[config.mk]
export PLATFORM = sky130hd
export DESIGN_NAME = shlp_divider
export DESIGN_NICKNAME = d
export VERILOG_FILES = /design/src/shlp_pkg.sv /design/src/shlp_divider.sv
export SDC_FILE = /design/constraint.sdc
export NUM_CORES = 1
export LEC_CHECK = 0
export ABC_AREA = 1
export BUFFER_PORTS_ARGS = -buffer_cell sky130_fd_sc_hd__buf_4
export CORE_MARGIN = 4
export CORE_UTILIZATION = 61
export CTS_BUF_LIST = sky130_fd_sc_hd__clkbuf_4
export CTS_CLUSTER_SIZE = 14
export DETAILED_ROUTE_END_ITERATION = 10
export GPL_TIMING_DRIVEN = 0
export PLACE_DENSITY_LB_ADDON = 0.3
export SLEW_MARGIN = 20
export SYNTH_ARGS = -nofsm -noshare
export SYNTH_HDL_FRONTEND = slang
export SYNTH_SLANG_ARGS = --single-unit
[constraint.sdc]
create_clock -name clk_i -period 4.31 [get_ports clk_i]
set_clock_uncertainty 0.1 [all_clocks]
set_input_delay 0.6465 -clock clk_i [delete_from_list [all_inputs] [get_ports clk_i]]
set_output_delay 0.6465 -clock clk_i [all_outputs]
set_load 0.03 [all_outputs]
[src/shlp_pkg.sv]
`default_nettype none
package shlp_pkg;

  localparam int unsigned TABLE_DEPTH_DEF = 524288;

  localparam int unsigned CHAR_W     = 8;
  localparam int unsigned SUM_W      = 32;
  localparam int unsigned POS_W      = 16;
  localparam int unsigned SEL_W      = 2;
  localparam int unsigned MOD_W      = 22;
  localparam int unsigned SLOTS_W    = 20;
  localparam int unsigned SLOT_OUT_W = 19;
  localparam int unsigned TRIES_W    = 20;
  localparam int unsigned COLL_W     = 32;
  localparam int unsigned ADDR_W     = 4;
  localparam int unsigned DATA_W     = 32;

  // register indexes (byte address / 4)
  localparam logic [1:0] REG_HASH_SELECT  = 2'd0;
  localparam logic [1:0] REG_TERM_MODULUS = 2'd1;
  localparam logic [1:0] REG_TABLE_SLOTS  = 2'd2;

  // hash variants
  localparam logic [SEL_W-1:0] HS_PROD_POW = 2'd0;
  localparam logic [SEL_W-1:0] HS_POW53    = 2'd1;
  localparam logic [SEL_W-1:0] HS_POW31    = 2'd2;

  localparam logic [SEL_W-1:0]   HASH_SEL_RST  = HS_PROD_POW;
  localparam logic [MOD_W-1:0]   TERM_MOD_RST  = 22'd500000;
  localparam logic [SLOTS_W-1:0] SLOTS_RST     = 20'd500000;

  localparam logic [SUM_W-1:0] MUL_31 = 32'd31;
  localparam logic [SUM_W-1:0] MUL_53 = 32'd53;

  typedef enum logic [3:0] {
    ST_CLEAR,
    ST_IDLE,
    ST_POW,
    ST_MULC,
    ST_TMOD,
    ST_ACC,
    ST_HSTART,
    ST_HDIV,
    ST_PRD,
    ST_PCHK,
    ST_FIN,
    ST_EMIT
  } state_e;

endpackage
`default_nettype wire

[src/shlp_divider.sv]
`default_nettype none
module shlp_divider (
  input  wire logic                        clk_i,
  input  wire logic                        rst_ni,
  input  wire logic                        start_i,
  input  wire logic [shlp_pkg::SUM_W-1:0]  dividend_i,
  input  wire logic [shlp_pkg::MOD_W-1:0]  divisor_i,
  output logic                             done_o,
  output logic [shlp_pkg::MOD_W-1:0]       rem_o
);
  import shlp_pkg::*;

  localparam int unsigned CNT_W = $clog2(SUM_W);

  logic [SUM_W-1:0] dvd_q;
  logic [MOD_W-1:0] dvs_q;
  logic [MOD_W-1:0] rem_q;
  logic [MOD_W-1:0] rem_nxt;
  logic [MOD_W:0]   trial;
  logic [CNT_W-1:0] cnt_q;
  logic             busy_q;
  logic             done_q;

  // restoring remainder, one dividend bit a cycle
  always_comb begin
    trial = {rem_q, dvd_q[SUM_W-1]};
    if (trial >= {1'b0, dvs_q}) begin
      rem_nxt = MOD_W'(trial - {1'b0, dvs_q});
    end else begin
      rem_nxt = MOD_W'(trial);
    end
  end

  always_ff @(posedge clk_i or negedge rst_ni) begin
    if (!rst_ni) begin
      busy_q <= 1'b0;
      done_q <= 1'b0;
      cnt_q  <= '0;
    end else begin
      done_q <= 1'b0;
      if (start_i) begin
        busy_q <= 1'b1;
        cnt_q  <= '0;
      end else if (busy_q) begin
        cnt_q <= cnt_q + 1'b1;
        if (cnt_q == CNT_W'(SUM_W - 1)) begin
          busy_q <= 1'b0;
          done_q <= 1'b1;
        end
      end
    end
  end

  always_ff @(posedge clk_i) begin
    if (start_i) begin
      dvd_q <= dividend_i;
      dvs_q <= divisor_i;
      rem_q <= '0;
    end else if (busy_q) begin
      dvd_q <= dvd_q << 1;
      rem_q <= rem_nxt;
    end
  end

  assign done_o = done_q;
  assign rem_o  = rem_q;

endmodule
`default_nettype wire
==> results.cfg <==
[run_status]
outcome = finished clean

[die]
dieArea_mm2 = 0.00995
io_pins = 80
die_h_um = 99.8
chipWidth_um = 99.8
core_mm2 = 0.00822
rows = 33
initial_utilization_pct = 62.5

[cts]
cts_tree = yes
cts_sinks = 83
clk_path_buf_depth = 2
clkLatencyLatePin_ns = 0.44
cts_buffers = 9
ctsRootBufferMaster = clkbuf_4
htreeDepth = 3
path_clk_slew_ns = 0.16

[timing]
setup_ws_ns = 1.99
fin_crit_sh_pct = 53.9
slew_viol_final = 0
finalHoldViolCount = 0
min_period_ns = 2.32
setup_viol = 0
slew_headroom_pct = 50.6
rsz0062_at_grt = no
worst_pin_slew_ns = 0.741
tns_ns = 0
clock.fmax_ghz = 0.430

[critical_path]
critPathCaptureType = flop
cp.arrival_ns = 2.56
critPathKind = input port to flop
required_ns = 4.55
crit_fanout = 41
startpoint_type = input port

[global_routing]
antenna_found_initial = 0
grt_pass1_wl_um = 21000
track_usage_pct = 26.9
grt_start_max_net_pins = 42
overflow = 0
grt_pass1_vias = 4589

[logic_synthesis]
synth_ff_type = edfxtp_1
synth.largest_area_cell = edfxtp_1
synth_nets = 761
ys_seq_elements = 83
yosys_warnings = 0
avgSynthCellArea_um2 = 7.57
synth_cell_types = 38
syn_area_mm2 = 0.00514
yosys-top-cells-count = nand2_1, inv_1, edfxtp_1
synth_top_cell_area_share_pct = 31.6
postSynthCellCount = 679
ys_async_sr_fraction_pct = 8.43
ys_seq_area_share_pct = 43.5
synth_edf_count = 54
synth.area.top_cells = edfxtp_1, nand2_1, dfxtp_1, inv_1, ha_1
synth.most_common_cell = nand2_1

[final_layout]
fillers = 674
post-route-cell-area_mm2 = 0.00602
drive_above_1_share_pct = 17.4
area_delta_synth_final_pct = 17.2
fin_cells = 880
n_antenna_cell = 0
nNetsFinal = 852

[placed_design]
place.gp.congestion = 0.916
place_hpwl_um = 9860
place_ws_ns = 1.56
portBuffers = 79
placed_area_mm2 = 0.00586
dp_cells = 863

[route]
num_vias = 4636
dr.first_iter.drc_count = 259
ant_nets = 0
wire_per_inst_um = 14.9
via_per_inst = 5.27
drcViolationCount = 0
wl_um = 13100
drt_pass1_iterations = 5

[power_and_ir_drop]
leakage_nw = 3.14
peakVddDrop_v = 0.000225
p_per_area_mw_per_mm2 = 520
p_switching_w = 0.00137
p_sw_share_pct = 43.9
p_comb_share_pct = 50.8
p_seq_share_pct = 33.7
p_int_w = 0.00176
p_clk_share_pct = 15.5

[hold_path]
min_path_type = input port to flop

[run]
drv_cap = 0
## placed cells by master, fill, tap and decap left out, types with 3 or more instances in the layout
master / n
a21oi_1: 15
nand4_1: 5
o21ai_0: 4
clkbuf_4: 10
nor2_1: 30
dfrtp_1: 7
ha_1: 24
nand2_1: 270
clkbuf_1: 7
o21ai_1: 7
buf_2: 4
xnor2_1: 7
nand3b_1: 15
dfxtp_1: 22
inv_1: 101
nor2_2: 3
o21bai_1: 4
nand3_2: 9
nand3_1: 47
edfxtp_1: 54
nor2_4: 3
nand2_2: 12
nor3_1: 7
buf_4: 79
## power by group through the flow
| stage | logic, W | registers (W) | clock network, W |
|---|---|---|---|
| after CTS | 0.00158 | 0.00105 | 0.000489 |
| after detailed placement | 0.00157 | 0.00107 | 0 |
| after global placement | 0.00154 | 0.00106 | 0 |
| after global routing | 0.00176 | 0.00107 | 0.000521 |
| after floorplan | 0.00103 | 0.00118 | 0 |
| final | 0.00159 | 0.00105 | 0.000484 |
## critical path, stage by stage
cell      delay [ns]
buf_4           0.24
nor2_1          0.50
clkinv_2        0.76
o21ai_0         0.40
## layer usage
layer / up-vias / global-route usage (%) / share of wire (%)
li1: 2328 / - / -
met4: 0 / 13.4 / 3.1
met1: 2112 / 32.5 / 41
met2: 166 / 46.4 / 50
met5: - / 0 / 0
met3: 30 / 4.59 / 6.3
## final timing paths
path	from	endpoint	slack [ns]	cells past startpoint
worst max register to register	busy_q	cnt_q[1]	2.01	3
worst min-delay path	divisor_i[12]	dvs_q[12]	0.27	1
min in group asynchronous	rst_ni	cnt_q[1]	0.44	2
worst min register to register	rem_o[21]	rem_o[21]	0.40	2
max in group asynchronous	rst_ni	cnt_q[3]	3.54	2
worst max-delay path	start_i	cnt_q[1]	1.99	4
## sequential cells by signal (all words and copies together) (netlist names)
register	cells
dvd_q	32
busy_q	1
dvs_q	22
cnt_q	5
rem_o	22
done_o	1
## layout make-up
| type | count | area (µm²) | area share (%) |
|---|---|---|---|
| well taps | 105 | 131 | 2.18 |
| clock inverters | 6 | 71.3 | 1.18 |
| inverters | 106 | 399 | 6.63 |
| flip-flops and latches | 83 | 2240 | 37.2 |
| multi-input cells | 474 | 2390 | 39.8 |
| clock buffers | 10 | 75.1 | 1.25 |
| plain buffers | 16 | 108 | 1.79 |
| repair buffers | 80 | 603 | 10.0 |
## cells by family after synthesis
logic type / Yosys count / share of synthesized area [%]
AND/OR/NAND/NOR: 406 / 35.1
adder cells (fa/ha/maj): 25 / 6.23
XOR/XNOR: 9 / 1.53
buffers and inverters: 122 / 9.84
flip-flops: 83 / 43.5
AO/OA/AOI/OAI: 34 / 3.73
## what timing repair did
item | in CTS | in global routing
endpoints found under the hold margin | 7 | 0
buffers inserted | 0 | 0
endpoints found under the setup margin | 0 | 0
hold buffers | 1 | 0
gates resized for setup | 0 | 0
## stage by stage
stage / utilization [%] / hold WS, ns / power, W
floorplan: - / 0.251 / 0.00221
global placement: 71.3 / 0.359 / 0.00260
detailed placement: 71.4 / 0.362 / 0.00265
CTS: 73.3 / 0.252 / 0.00313
global route: 73.3 / 0.237 / 0.00335
finish: 73.3 / 0.272 / 0.00313
Power figures use the tool's default switching activity.
